<file path="src/rtl/ecmc_pkg.sv">
// ============================================================================
// ecmc_pkg
// Shared types, codes and constants for the encoder colour and mode control.
// ============================================================================
package ecmc_pkg;

    // Request codes carried in req_type.
    localparam logic [1:0] REQ_PIN  = 2'd0;
    localparam logic [1:0] REQ_TICK = 2'd1;
    localparam logic [1:0] REQ_WRAP = 2'd2;

    // Configuration register indexes.
    localparam logic [2:0] REG_HOLD_TICKS   = 3'd0;
    localparam logic [2:0] REG_STEP_DETENTS = 3'd1;
    localparam logic [2:0] REG_HUE_DETENTS  = 3'd2;
    localparam logic [2:0] REG_ANIM_COUNT   = 3'd3;
    localparam logic [2:0] REG_PERIOD_MIN   = 3'd4;
    localparam logic [2:0] REG_PERIOD_MAX   = 3'd5;

    localparam int APB_ADDR_W = 5;
    localparam int APB_DATA_W = 32;

    // Register reset values.
    localparam logic [6:0] HOLD_TICKS_RST   = 7'd100;
    localparam logic [6:0] STEP_DETENTS_RST = 7'd4;
    localparam logic [6:0] HUE_DETENTS_RST  = 7'd16;
    localparam logic [3:0] ANIM_COUNT_RST   = 4'd7;
    localparam logic [5:0] PERIOD_MIN_RST   = 6'd1;
    localparam logic [5:0] PERIOD_MAX_RST   = 6'd30;

    // State reset values.
    localparam logic [7:0] LEVEL_RST  = 8'd8;
    localparam logic [7:0] RED_RST    = 8'd127;
    localparam logic [5:0] PERIOD_RST = 6'd5;

    localparam logic [7:0] LEVEL_MAX = 8'd31;
    localparam logic [2:0] ANIM_LAST = 3'd7;
    localparam logic [1:0] CHAN_LAST = 2'd2;

    // Hue wheel sector boundaries.
    localparam logic [7:0] HUE_S5 = 8'd213;
    localparam logic [7:0] HUE_S4 = 8'd171;
    localparam logic [7:0] HUE_S3 = 8'd128;
    localparam logic [7:0] HUE_S2 = 8'd85;
    localparam logic [7:0] HUE_S1 = 8'd43;
    localparam logic [7:0] HUE_MID = 8'd170;
    localparam logic [7:0] FULL    = 8'd255;

    // Quadrature transition table, indexed by {previous phase, new phase}.
    localparam logic signed [1:0] STEP_TABLE [16] = '{
        2'sb00, 2'sb01, 2'sb11, 2'sb00,
        2'sb11, 2'sb00, 2'sb00, 2'sb01,
        2'sb01, 2'sb00, 2'sb00, 2'sb11,
        2'sb00, 2'sb11, 2'sb01, 2'sb00
    };

    typedef struct packed {
        logic [6:0] hold_ticks;
        logic [6:0] step_detents;
        logic [6:0] hue_detents;
        logic [3:0] anim_count;
        logic [5:0] period_min;
        logic [5:0] period_max;
    } ecmc_cfg_t;

    typedef struct packed {
        logic [1:0] req_type;
        logic       enc_a_level;
        logic       enc_b_level;
        logic       button_level;
        logic       auto_mode;
    } ecmc_item_t;

    typedef struct packed {
        logic [7:0] red;
        logic [7:0] green;
        logic [7:0] blue;
        logic [2:0] anim_index;
        logic [5:0] anim_period;
        logic       auto_advance;
        logic [1:0] channel_sel;
        logic       hue_active;
    } ecmc_result_t;

    typedef struct packed {
        logic [7:0] red;
        logic [7:0] green;
        logic [7:0] blue;
    } ecmc_rgb_t;

    function automatic logic [7:0] mul6(input logic [7:0] v);
        return {v[5:0], 2'b00} + {v[6:0], 1'b0};
    endfunction

    // Six-sector hue wheel; products wrap in eight bits.
    function automatic ecmc_rgb_t hue_wheel(input logic [7:0] pos);
        ecmc_rgb_t c;
        if (pos >= HUE_S5)
        begin
            c.red = FULL; c.green = '0; c.blue = mul6(FULL - pos);
        end
        else if (pos >= HUE_S4)
        begin
            c.red = mul6(pos - HUE_MID); c.green = '0; c.blue = FULL;
        end
        else if (pos >= HUE_S3)
        begin
            c.red = '0; c.green = mul6(HUE_MID - pos); c.blue = FULL;
        end
        else if (pos >= HUE_S2)
        begin
            c.red = '0; c.green = FULL; c.blue = mul6(pos - HUE_S2);
        end
        else if (pos >= HUE_S1)
        begin
            c.red = mul6(HUE_S2 - pos); c.green = FULL; c.blue = '0;
        end
        else
        begin
            c.red = FULL; c.green = mul6(pos); c.blue = '0;
        end
        return c;
    endfunction

endpackage

</file>
<file path="src/rtl/ecmc_req_if.sv">
// ============================================================================
// ecmc_req_if
// Request channel: one item per valid and ready handshake.
// ============================================================================
interface ecmc_req_if;
    logic       valid;
    logic       ready;
    logic [1:0] req_type;
    logic       enc_a_level;
    logic       enc_b_level;
    logic       button_level;
    logic       auto_mode;

    modport source (output valid, output req_type, output enc_a_level,
                    output enc_b_level, output button_level, output auto_mode,
                    input ready);
    modport sink   (input valid, input req_type, input enc_a_level,
                    input enc_b_level, input button_level, input auto_mode,
                    output ready);
endinterface

</file>
<file path="src/rtl/ecmc_res_if.sv">
// ============================================================================
// ecmc_res_if
// Result channel: one item per valid and ready handshake.
// ============================================================================
interface ecmc_res_if;
    logic       valid;
    logic       ready;
    logic [7:0] red;
    logic [7:0] green;
    logic [7:0] blue;
    logic [2:0] anim_index;
    logic [5:0] anim_period;
    logic       auto_advance;
    logic [1:0] channel_sel;
    logic       hue_active;

    modport source (output valid, output red, output green, output blue,
                    output anim_index, output anim_period, output auto_advance,
                    output channel_sel, output hue_active, input ready);
    modport sink   (input valid, input red, input green, input blue,
                    input anim_index, input anim_period, input auto_advance,
                    input channel_sel, input hue_active, output ready);
endinterface

</file>
<file path="src/rtl/ecmc_cfg_regs.sv">
// ============================================================================
// ecmc_cfg_regs
// APB-style configuration registers, one per word address.
// ============================================================================
module ecmc_cfg_regs
    import ecmc_pkg::*;
(
    input  logic                  clk,
    input  logic                  rst_n,
    input  logic                  psel,
    input  logic                  penable,
    input  logic                  pwrite,
    input  logic [APB_ADDR_W-1:0] paddr,
    input  logic [APB_DATA_W-1:0] pwdata,
    output logic [APB_DATA_W-1:0] prdata,
    output logic                  pready,
    output ecmc_cfg_t             cfg
);

    ecmc_cfg_t  cfg_reg;
    ecmc_cfg_t  cfg_next;
    logic [2:0] index;
    logic       wr_en;

    assign pready = 1'b1;
    assign index  = paddr[APB_ADDR_W-1:2];
    assign wr_en  = psel && penable && pwrite && pready;
    assign cfg    = cfg_reg;

    always_comb
    begin
        cfg_next = cfg_reg;
        if (wr_en)
        begin
            case (index)
                REG_HOLD_TICKS:   cfg_next.hold_ticks   = pwdata[6:0];
                REG_STEP_DETENTS: cfg_next.step_detents = pwdata[6:0];
                REG_HUE_DETENTS:  cfg_next.hue_detents  = pwdata[6:0];
                REG_ANIM_COUNT:   cfg_next.anim_count   = pwdata[3:0];
                REG_PERIOD_MIN:   cfg_next.period_min   = pwdata[5:0];
                REG_PERIOD_MAX:   cfg_next.period_max   = pwdata[5:0];
                default:          cfg_next = cfg_reg;
            endcase
        end
    end

    always_comb
    begin
        case (index)
            REG_HOLD_TICKS:   prdata = {25'd0, cfg_reg.hold_ticks};
            REG_STEP_DETENTS: prdata = {25'd0, cfg_reg.step_detents};
            REG_HUE_DETENTS:  prdata = {25'd0, cfg_reg.hue_detents};
            REG_ANIM_COUNT:   prdata = {28'd0, cfg_reg.anim_count};
            REG_PERIOD_MIN:   prdata = {26'd0, cfg_reg.period_min};
            REG_PERIOD_MAX:   prdata = {26'd0, cfg_reg.period_max};
            default:          prdata = '0;
        endcase
    end

    always_ff @(posedge clk or negedge rst_n)
    begin
        if (!rst_n)
        begin
            cfg_reg.hold_ticks   <= HOLD_TICKS_RST;
            cfg_reg.step_detents <= STEP_DETENTS_RST;
            cfg_reg.hue_detents  <= HUE_DETENTS_RST;
            cfg_reg.anim_count   <= ANIM_COUNT_RST;
            cfg_reg.period_min   <= PERIOD_MIN_RST;
            cfg_reg.period_max   <= PERIOD_MAX_RST;
        end
        else
        begin
            cfg_reg <= cfg_next;
        end
    end

endmodule

</file>
<file path="src/rtl/ecmc_ctrl.sv">
// ============================================================================
// ecmc_ctrl
// Control state and its update for one request item.
// ============================================================================
module ecmc_ctrl
    import ecmc_pkg::*;
(
    input  logic         clk,
    input  logic         rst_n,
    input  logic         fire,
    input  ecmc_item_t   item,
    input  ecmc_cfg_t    cfg,
    output ecmc_result_t result
);

    logic [1:0]        prev_phase_reg,   prev_phase_next;
    logic [7:0]        acc_reg,          acc_next;
    logic [6:0]        hold_reg,         hold_next;
    logic [7:0]        level_reg,        level_next;
    logic [1:0]        chan_reg,         chan_next;
    logic              hue_reg,          hue_next;
    logic [7:0]        colour_reg [3];
    logic [7:0]        colour_next [3];
    logic [2:0]        anim_reg,         anim_next;
    logic [5:0]        period_reg,       period_next;
    logic              advance_reg,      advance_next;

    logic [1:0]        phase;
    logic signed [1:0] d;
    logic              d_pos;
    logic              d_neg;
    logic [7:0]        d_ext;
    logic [7:0]        acc_sum;
    logic [7:0]        mag;
    logic [6:0]        hold_pin;
    logic              held;
    logic              step_hit;
    logic              hue_hit;
    logic [1:0]        chan_inc;
    logic [7:0]        level_clamp;
    logic [7:0]        level_step;
    logic [3:0]        anim_wrap;
    ecmc_rgb_t         rgb;

    assign phase    = {~item.enc_b_level, ~item.enc_a_level};
    assign d        = STEP_TABLE[{prev_phase_reg, phase}];
    assign d_pos    = (d == 2'sb01);
    assign d_neg    = d[1];
    assign d_ext    = {{6{d[1]}}, d};
    assign acc_sum  = acc_reg + d_ext;
    assign mag      = acc_sum[7] ? (~acc_sum + 8'd1) : acc_sum;
    assign hold_pin = (hold_reg == '0 && !item.button_level) ? cfg.hold_ticks : hold_reg;
    assign held     = (hold_pin != '0);
    assign step_hit = (mag >= {1'b0, cfg.step_detents});
    assign hue_hit  = (mag >= {1'b0, cfg.hue_detents});
    assign chan_inc = (chan_reg >= CHAN_LAST) ? 2'd0 : chan_reg + 2'd1;
    assign level_clamp = (level_reg > LEVEL_MAX) ? LEVEL_MAX : level_reg;
    assign anim_wrap   = {1'b0, anim_reg} + 4'd1;

    // The level stepped in hue mode starts from the next channel when hue
    // mode is being entered.
    always_comb
    begin
        if (hue_reg)
        begin
            level_step = level_reg + d_ext;
        end
        else
        begin
            level_step = {3'd0, colour_reg[chan_inc][7:3]} + d_ext;
        end
    end

    assign rgb = hue_wheel({level_step[5:0], 2'b00});

    always_comb
    begin
        prev_phase_next = prev_phase_reg;
        acc_next        = acc_reg;
        hold_next       = hold_reg;
        level_next      = level_reg;
        chan_next       = chan_reg;
        hue_next        = hue_reg;
        colour_next     = colour_reg;
        anim_next       = anim_reg;
        period_next     = period_reg;
        advance_next    = advance_reg;

        unique case (item.req_type)
            REQ_PIN:
            begin
                prev_phase_next = phase;
                acc_next        = acc_sum;
                hold_next       = hold_pin;
                if (item.auto_mode)
                begin
                    if (held)
                    begin
                        if (step_hit)
                        begin
                            if (d_neg && period_reg > cfg.period_min)
                            begin
                                period_next = period_reg - 6'd1;
                            end
                            else if (d_pos &&
                                     ({1'b0, period_reg} + 7'd1) < {1'b0, cfg.period_max})
                            begin
                                period_next = period_reg + 6'd1;
                            end
                            acc_next     = '0;
                            advance_next = 1'b0;
                        end
                        else
                        begin
                            advance_next = 1'b1;
                        end
                    end
                    else if (step_hit)
                    begin
                        advance_next = 1'b0;
                        if (d_neg && anim_reg != '0)
                        begin
                            anim_next = anim_reg - 3'd1;
                        end
                        else if (d_pos && anim_wrap < cfg.anim_count && anim_reg != ANIM_LAST)
                        begin
                            anim_next = anim_reg + 3'd1;
                        end
                        acc_next = '0;
                    end
                end
                else if (held)
                begin
                    if (!hue_reg)
                    begin
                        chan_next  = chan_inc;
                        level_next = {3'd0, colour_reg[chan_inc][7:3]};
                    end
                    if (hue_reg ? step_hit : hue_hit)
                    begin
                        level_next     = level_step;
                        acc_next       = '0;
                        colour_next[0] = rgb.red;
                        colour_next[1] = rgb.green;
                        colour_next[2] = rgb.blue;
                        hue_next       = 1'b1;
                        chan_next      = 2'd0;
                    end
                end
                else if (step_hit)
                begin
                    // The clamp is kept even when a step at a bound is refused.
                    level_next = level_clamp;
                    if (!((level_clamp == '0 && d_neg) || (level_clamp == LEVEL_MAX && d_pos)))
                    begin
                        level_next = level_clamp + d_ext;
                        acc_next   = '0;
                        hue_next   = 1'b0;
                        if (chan_reg <= CHAN_LAST)
                        begin
                            colour_next[chan_reg] = {level_next[4:0], 3'b000};
                        end
                    end
                end
            end
            REQ_TICK:
            begin
                if (hold_reg != '0)
                begin
                    hold_next = hold_reg - 7'd1;
                end
            end
            REQ_WRAP:
            begin
                if (advance_reg)
                begin
                    anim_next = (anim_wrap >= cfg.anim_count || anim_reg == ANIM_LAST)
                                ? 3'd0 : anim_wrap[2:0];
                end
            end
            default:
            begin
                advance_next = advance_reg;
            end
        endcase
    end

    always_ff @(posedge clk or negedge rst_n)
    begin
        if (!rst_n)
        begin
            prev_phase_reg <= '0;
            acc_reg        <= '0;
            hold_reg       <= '0;
            level_reg      <= LEVEL_RST;
            chan_reg       <= '0;
            hue_reg        <= 1'b0;
            colour_reg[0]  <= RED_RST;
            colour_reg[1]  <= '0;
            colour_reg[2]  <= '0;
            anim_reg       <= '0;
            period_reg     <= PERIOD_RST;
            advance_reg    <= 1'b1;
        end
        else if (fire)
        begin
            prev_phase_reg <= prev_phase_next;
            acc_reg        <= acc_next;
            hold_reg       <= hold_next;
            level_reg      <= level_next;
            chan_reg       <= chan_next;
            hue_reg        <= hue_next;
            colour_reg     <= colour_next;
            anim_reg       <= anim_next;
            period_reg     <= period_next;
            advance_reg    <= advance_next;
        end
    end

    assign result.red          = colour_reg[0];
    assign result.green        = colour_reg[1];
    assign result.blue         = colour_reg[2];
    assign result.anim_index   = anim_reg;
    assign result.anim_period  = period_reg;
    assign result.auto_advance = advance_reg;
    assign result.channel_sel  = chan_reg;
    assign result.hue_active   = hue_reg;

endmodule

</file>
<file path="src/rtl/encoder_color_and_mode_control.sv">
// ============================================================================
// encoder_color_and_mode_control
// Rotary encoder and push-button control of RGB colour and animation mode.
// ============================================================================
//
//  Channel   Direction  Handshake            Carries
//  req       in         valid / ready        req_type, encoder pins, button, mode
//  res       out        valid / ready        colour, animation, channel, hue flag
//  apb       in         psel/penable/pready  six configuration registers
//
// Each accepted item waits in an input register and, at the next edge at which
// the result stage is free, updates the control state, which is itself the
// result register. Without stalls an item passes from the input register into
// the result register and is shown there until it is taken. One item per cycle
// is sustained while results are taken. While a result waits, the input
// register still takes one further item. Reset is asynchronous and returns
// state, valid flags and configuration to their default values; no clearing pass.
//
module encoder_color_and_mode_control
    import ecmc_pkg::*;
(
    input  logic                  clk,
    input  logic                  rst_n,
    ecmc_req_if.sink              req,
    ecmc_res_if.source            res,
    input  logic                  psel,
    input  logic                  penable,
    input  logic                  pwrite,
    input  logic [APB_ADDR_W-1:0] paddr,
    input  logic [APB_DATA_W-1:0] pwdata,
    output logic [APB_DATA_W-1:0] prdata,
    output logic                  pready
);

    ecmc_cfg_t    cfg;
    ecmc_result_t result;

    // Input register: the accepted item waits here for its update cycle.
    logic         in_valid_reg, in_valid_next;
    ecmc_item_t   in_item_reg;
    logic         res_valid_reg, res_valid_next;
    logic         out_ready;
    logic         fire;

    // The result stage can take a new item when it is empty or being read.
    assign out_ready = !res_valid_reg || res.ready;
    assign fire      = in_valid_reg && out_ready;
    assign req.ready = !in_valid_reg || out_ready;

    always_comb
    begin
        in_valid_next = in_valid_reg;
        if (req.valid && req.ready)
        begin
            in_valid_next = 1'b1;
        end
        else if (fire)
        begin
            in_valid_next = 1'b0;
        end
    end

    always_comb
    begin
        res_valid_next = res_valid_reg;
        if (fire)
        begin
            res_valid_next = 1'b1;
        end
        else if (res.ready)
        begin
            res_valid_next = 1'b0;
        end
    end

    always_ff @(posedge clk or negedge rst_n)
    begin
        if (!rst_n)
        begin
            in_valid_reg  <= 1'b0;
            res_valid_reg <= 1'b0;
        end
        else
        begin
            in_valid_reg  <= in_valid_next;
            res_valid_reg <= res_valid_next;
        end
    end

    // Payload only; no reset needed.
    always_ff @(posedge clk)
    begin
        if (req.valid && req.ready)
        begin
            in_item_reg.req_type     <= req.req_type;
            in_item_reg.enc_a_level  <= req.enc_a_level;
            in_item_reg.enc_b_level  <= req.enc_b_level;
            in_item_reg.button_level <= req.button_level;
            in_item_reg.auto_mode    <= req.auto_mode;
        end
    end

    ecmc_cfg_regs u_cfg_regs (
        .clk     (clk),
        .rst_n   (rst_n),
        .psel    (psel),
        .penable (penable),
        .pwrite  (pwrite),
        .paddr   (paddr),
        .pwdata  (pwdata),
        .prdata  (prdata),
        .pready  (pready),
        .cfg     (cfg)
    );

    // The state registers only move when an item passes into the result
    // stage, so the shown result holds steady while it is stalled.
    ecmc_ctrl u_ctrl (
        .clk    (clk),
        .rst_n  (rst_n),
        .fire   (fire),
        .item   (in_item_reg),
        .cfg    (cfg),
        .result (result)
    );

    assign res.valid        = res_valid_reg;
    assign res.red          = result.red;
    assign res.green        = result.green;
    assign res.blue         = result.blue;
    assign res.anim_index   = result.anim_index;
    assign res.anim_period  = result.anim_period;
    assign res.auto_advance = result.auto_advance;
    assign res.channel_sel  = result.channel_sel;
    assign res.hue_active   = result.hue_active;

endmodule

</file>
<file path="src/flat_wrapper.sv">
// flat-port wrapper written by rule: the top's interface ports become plain ports
module encoder_color_and_mode_control_flat import ecmc_pkg::*;
  (clk, rst_n, psel, penable, pwrite, paddr, pwdata, prdata, pready, req_valid, req_req_type, req_enc_a_level, req_enc_b_level, req_button_level, req_auto_mode, req_ready, res_valid, res_red, res_green, res_blue, res_anim_index, res_anim_period, res_auto_advance, res_channel_sel, res_hue_active, res_ready);
  ecmc_req_if req_i ();
  ecmc_res_if res_i ();
  input  logic clk;
  input  logic rst_n;
  input  logic psel;
  input  logic penable;
  input  logic pwrite;
  input  logic [APB_ADDR_W-1:0] paddr;
  input  logic [APB_DATA_W-1:0] pwdata;
  output logic [APB_DATA_W-1:0] prdata;
  output logic pready;
  input wire logic [$bits(req_i.valid)-1:0] req_valid;
  input wire logic [$bits(req_i.req_type)-1:0] req_req_type;
  input wire logic [$bits(req_i.enc_a_level)-1:0] req_enc_a_level;
  input wire logic [$bits(req_i.enc_b_level)-1:0] req_enc_b_level;
  input wire logic [$bits(req_i.button_level)-1:0] req_button_level;
  input wire logic [$bits(req_i.auto_mode)-1:0] req_auto_mode;
  output wire logic [$bits(req_i.ready)-1:0] req_ready;
  output wire logic [$bits(res_i.valid)-1:0] res_valid;
  output wire logic [$bits(res_i.red)-1:0] res_red;
  output wire logic [$bits(res_i.green)-1:0] res_green;
  output wire logic [$bits(res_i.blue)-1:0] res_blue;
  output wire logic [$bits(res_i.anim_index)-1:0] res_anim_index;
  output wire logic [$bits(res_i.anim_period)-1:0] res_anim_period;
  output wire logic [$bits(res_i.auto_advance)-1:0] res_auto_advance;
  output wire logic [$bits(res_i.channel_sel)-1:0] res_channel_sel;
  output wire logic [$bits(res_i.hue_active)-1:0] res_hue_active;
  input wire logic [$bits(res_i.ready)-1:0] res_ready;
  assign req_i.valid = req_valid;
  assign req_i.req_type = req_req_type;
  assign req_i.enc_a_level = req_enc_a_level;
  assign req_i.enc_b_level = req_enc_b_level;
  assign req_i.button_level = req_button_level;
  assign req_i.auto_mode = req_auto_mode;
  assign req_ready = req_i.ready;
  assign res_valid = res_i.valid;
  assign res_red = res_i.red;
  assign res_green = res_i.green;
  assign res_blue = res_i.blue;
  assign res_anim_index = res_i.anim_index;
  assign res_anim_period = res_i.anim_period;
  assign res_auto_advance = res_i.auto_advance;
  assign res_channel_sel = res_i.channel_sel;
  assign res_hue_active = res_i.hue_active;
  assign res_i.ready = res_ready;
  encoder_color_and_mode_control u_core (.clk(clk), .rst_n(rst_n), .req(req_i), .res(res_i), .psel(psel), .penable(penable), .pwrite(pwrite), .paddr(paddr), .pwdata(pwdata), .prdata(prdata), .pready(pready));
endmodule
</file>
<file path="config.mk">
export PLATFORM = sky130hd
export DESIGN_NAME = encoder_color_and_mode_control_flat
export DESIGN_NICKNAME = d
export VERILOG_FILES = /design/src/rtl/ecmc_pkg.sv /design/src/rtl/ecmc_req_if.sv /design/src/rtl/ecmc_res_if.sv /design/src/rtl/ecmc_cfg_regs.sv /design/src/rtl/ecmc_ctrl.sv /design/src/rtl/encoder_color_and_mode_control.sv /design/src/flat_wrapper.sv
export SDC_FILE = /design/constraint.sdc
export NUM_CORES = 1
export LEC_CHECK = 0
export BUFFER_PORTS_ARGS = -buffer_cell sky130_fd_sc_hd__buf_4
export CAP_MARGIN = 20
export CORE_MARGIN = 2
export CORE_UTILIZATION = 54
export CTS_CLUSTER_SIZE = 12
export DETAILED_ROUTE_END_ITERATION = 7
export PLACE_DENSITY = 0.78
export SLEW_MARGIN = 20
export SYNTH_ARGS = -nofsm -noshare
export SYNTH_HDL_FRONTEND = slang
export SYNTH_HIERARCHICAL = 1
export SYNTH_SLANG_ARGS = --single-unit
</file>
<file path="constraint.sdc">
create_clock -name clk -period 4.61 [get_ports clk]
set_clock_uncertainty 0.05 [all_clocks]
set_input_delay 0.2305 -clock clk [delete_from_list [all_inputs] [get_ports clk]]
set_output_delay 0.2305 -clock clk [all_outputs]
set_load 0.02 [all_outputs]
</file>
==> flow_summary_export.csv <==
group,metric,value,unit
outcome,status,"finished with violations",
outcome,violations,"setup timing",
timing,fin_crit,4952,ps
route,routed_wl,27050,um
placement,preCtsSetupSlack,-364.9,ps
yosys,synth-edff-count,6,
route,antenna_left,0,
timing,worst_pin_slew,932.5,ps
timing,setup_tns,-9906,ps
yosys,synth_top_cells_by_count,"90 x ha_1, 75 x dfrtp_1, 71 x inv_1",
global_route,overflow,0,
timing,min_period_over_period,107.4,%
final_layout,syn_to_final_growth,26.47,%
global_route,antenna_found_initial,0,
placement,dp_hpwl,17980,um
die,ioPinCount,122,
clocking,clock_sinks,105,
yosys,ys_types,93,
clocking,cts-root-buf,"clkbuf_16",
timing,fin_ws,-342.3,ps
yosys,synth.top_cell.area_share,20.42,%
die,die-area,18080,um2
hold_path,holdCritPathClass,"input pin to flop",
clocking,clkLatencyLatePin,350,ps
setup_path,r2r_cells,20,
yosys,synth_compound_area_share,19.76,%
global_route,grt_util_met3,3.453,%
final_layout,drive_gt1_share,34.52,%
timing,max_freq,201.9,MHz
final_layout,fillerInstances,1198,
setup_path,critPathRequiredTime,4800,ps
setup_path,cp.arrival,5140,ps
final_layout,nNetsFinal,1299,
yosys,muxShareOfSynthArea,8.371,%
die,rows,47,
yosys,ys_seq_area_share,29.24,%
yosys,synth_area_leader_cell,"dfrtp_1",
timing,setup_violations,50,
global_route,grt_use_total,28.34,%
global_route,grt_max_degree,66,
yosys,synthTopCellsByArea,"dfrtp_1 20%, ha_1 12%, dfstp_2 6.9%",
die,initial_utilization,55.43,%
final_layout,design_area,11630,um2
yosys,syn_avg_cell_area,9.257,um2
yosys,ys_warn_count,6,
global_route,grt_pass1_vias,8018,
clocking,numCtsBuffers,9,
setup_path,worst-path-max-fanout,7,
route,via_count,8387,
yosys,yosys_register_bits,105,
placement,numPortBuffers,68,
clocking,htree_levels,3,
placement,post_dp_cell_area,10490,um2
clocking,clk_pin_slew_worst_paths,80,ps
yosys,ys.flop_type,"dfrtp_1",
die,die_w,134.5,um
timing,slew_viol_final,0,
route,dr.first_iter.drc_count,775,
setup_path,crit_end,"u_core/u_ctrl/result[20]",
yosys,synth_simple_gate_area_share,14.56,%
timing,rsz0062_at_grt,"true",
timing,final-hold-violation-count,0,
yosys,synthArstFlopShare,94.29,%
timing,max_slew_margin,37.54,%
yosys,synth-adder-area-share,13.99,%
global_route,top_usage_layer,"met2",
yosys,yosysMostFrequentCell,"ha_1",
flow_run,drv_cap,0,
setup_path,crit_path_end_kind,"flop",
setup_path,crit_start,"u_core/in_item_reg[2]",
final_layout,multiInputGateArea,6561,um2
route,via_per_inst,6.095,
setup_path,r2r-end,"u_core/u_ctrl/result[20]",
setup_path,worstSetupPathType,"flop to flop",
yosys,yosys.area_share.xor_xnor,6.492,%
timing,hold_ws,30.03,ps
final_layout,seq_area,2688,um2
clocking,tritoncts,"yes",
setup_path,r2r-start,"u_core/in_item_reg[2]",
yosys,syn_inst,993,
final_layout,largest_reg_flops,37,
die,core_area,16580,um2
yosys,synth_area,9193,um2
route,routedWlPerCell,19.66,um
global_route,grt_pass1_wl,40980,um
route,first_pass_iters,5,
final_layout,antenna_cells,0,
yosys,synth_top_family_by_area,"compound AO/OA/AOI/OAI gates",
global_route,met2_usage,47.96,%
setup_path,rrSetupSlack,-340,ps
setup_path,cp-start-kind,"flop",
clocking,cts_max_path_buffers,2,
route,drc,0,
global_route,met1_usage,37.49,%
placement,gp_congestion,0.9067,
die,die_h,134.5,um
[cell usage in the layout, fill, tap and decap left out, types with 17 or more instances in the layout]
| master | count |
|---|---|
| inv_1 | 67 |
| nand2b_1 | 20 |
| xnor2_1 | 37 |
| buf_6 | 17 |
| ha_1 | 78 |
| nor2_1 | 49 |
| nand3_1 | 19 |
| a21oi_1 | 62 |
| conb_1 | 28 |
| nand2_1 | 59 |
| mux2_2 | 47 |
| dfstp_2 | 24 |
| dfrtp_1 | 75 |
| buf_4 | 162 |
| nor3_1 | 17 |
| o21ai_0 | 49 |
[worst max-delay path: stages (launching register included)]
cell and delay, ps:
edfxtp_1 470, ha_2 220, mux4_2 590, buf_6 170, ha_1 260, and3_4 240, o211ai_1 120, a21oi_2 200
xnor2_2 140, buf_6 150, o21a_1 170, xor2_2 190, ha_1 260, o21a_1 210, o21a_4 230, a211oi_4 340
o32ai_4 150, o21ai_2 240, buf_6 160, a21oi_4 60, o32a_1 210
[per-layer routing]
layer,wire length (um),up-vias
met3,1669,77
li1,-,3834
met5,0,-
met2,13490,385
met4,862,0
met1,11030,4091
[worst min-delay path by stage]
stage	start	to	slack, ps	cells after the start
floorplan	rst_n	u_core/in_valid_reg	-120	0
global placement	rst_n	u_core/u_ctrl/result[14]	320	1
detailed placement	rst_n	u_core/u_ctrl/result[14]	330	1
CTS	req_valid	u_core/in_valid_reg	20	2
global route	req_valid	u_core/in_valid_reg	40	2
finish	req_valid	u_core/in_valid_reg	30	2
[per-stage QoR]
stage / instances / util, %
floorplan: 1018 / -
global placement: 1335 / 63.27
detailed placement: 1335 / 63.27
CTS: 1367 / 68.36
global route: 1376 / 70.11
finish: 1376 / 70.11
[kinds of logic (layout without fill, tap and decap cells)]
group,Yosys count,in the layout
xor+xnor,62,62
mux,69,70
buf+inv,139,276
other cells,3,28
simple gates,248,248
compound gates,269,269
fa+ha+maj,98,98
flops,105,105
[cell type report]
type	instances	share of cell area, %
clock buffers	10	2.152
clock inverters	6	0.6672
inverters	73	2.378
multi-input cells	775	56.44
flip-flops and latches	105	23.12
well taps	220	2.368
repair buffers	187	12.88
[what timing repair did]
action,4_1_cts,5_1_grt
hold buffers,7,0
setup endpoints to repair,50,50
endpoints found under the hold margin,50,0
pin swaps,31,26
cloned,1,0
resized for setup,83,53
buffers inserted,9,9
Power is left out: the tool's default activity adds up to more than one toggle a clock period on the data nets, which glitch-free logic cannot reach.
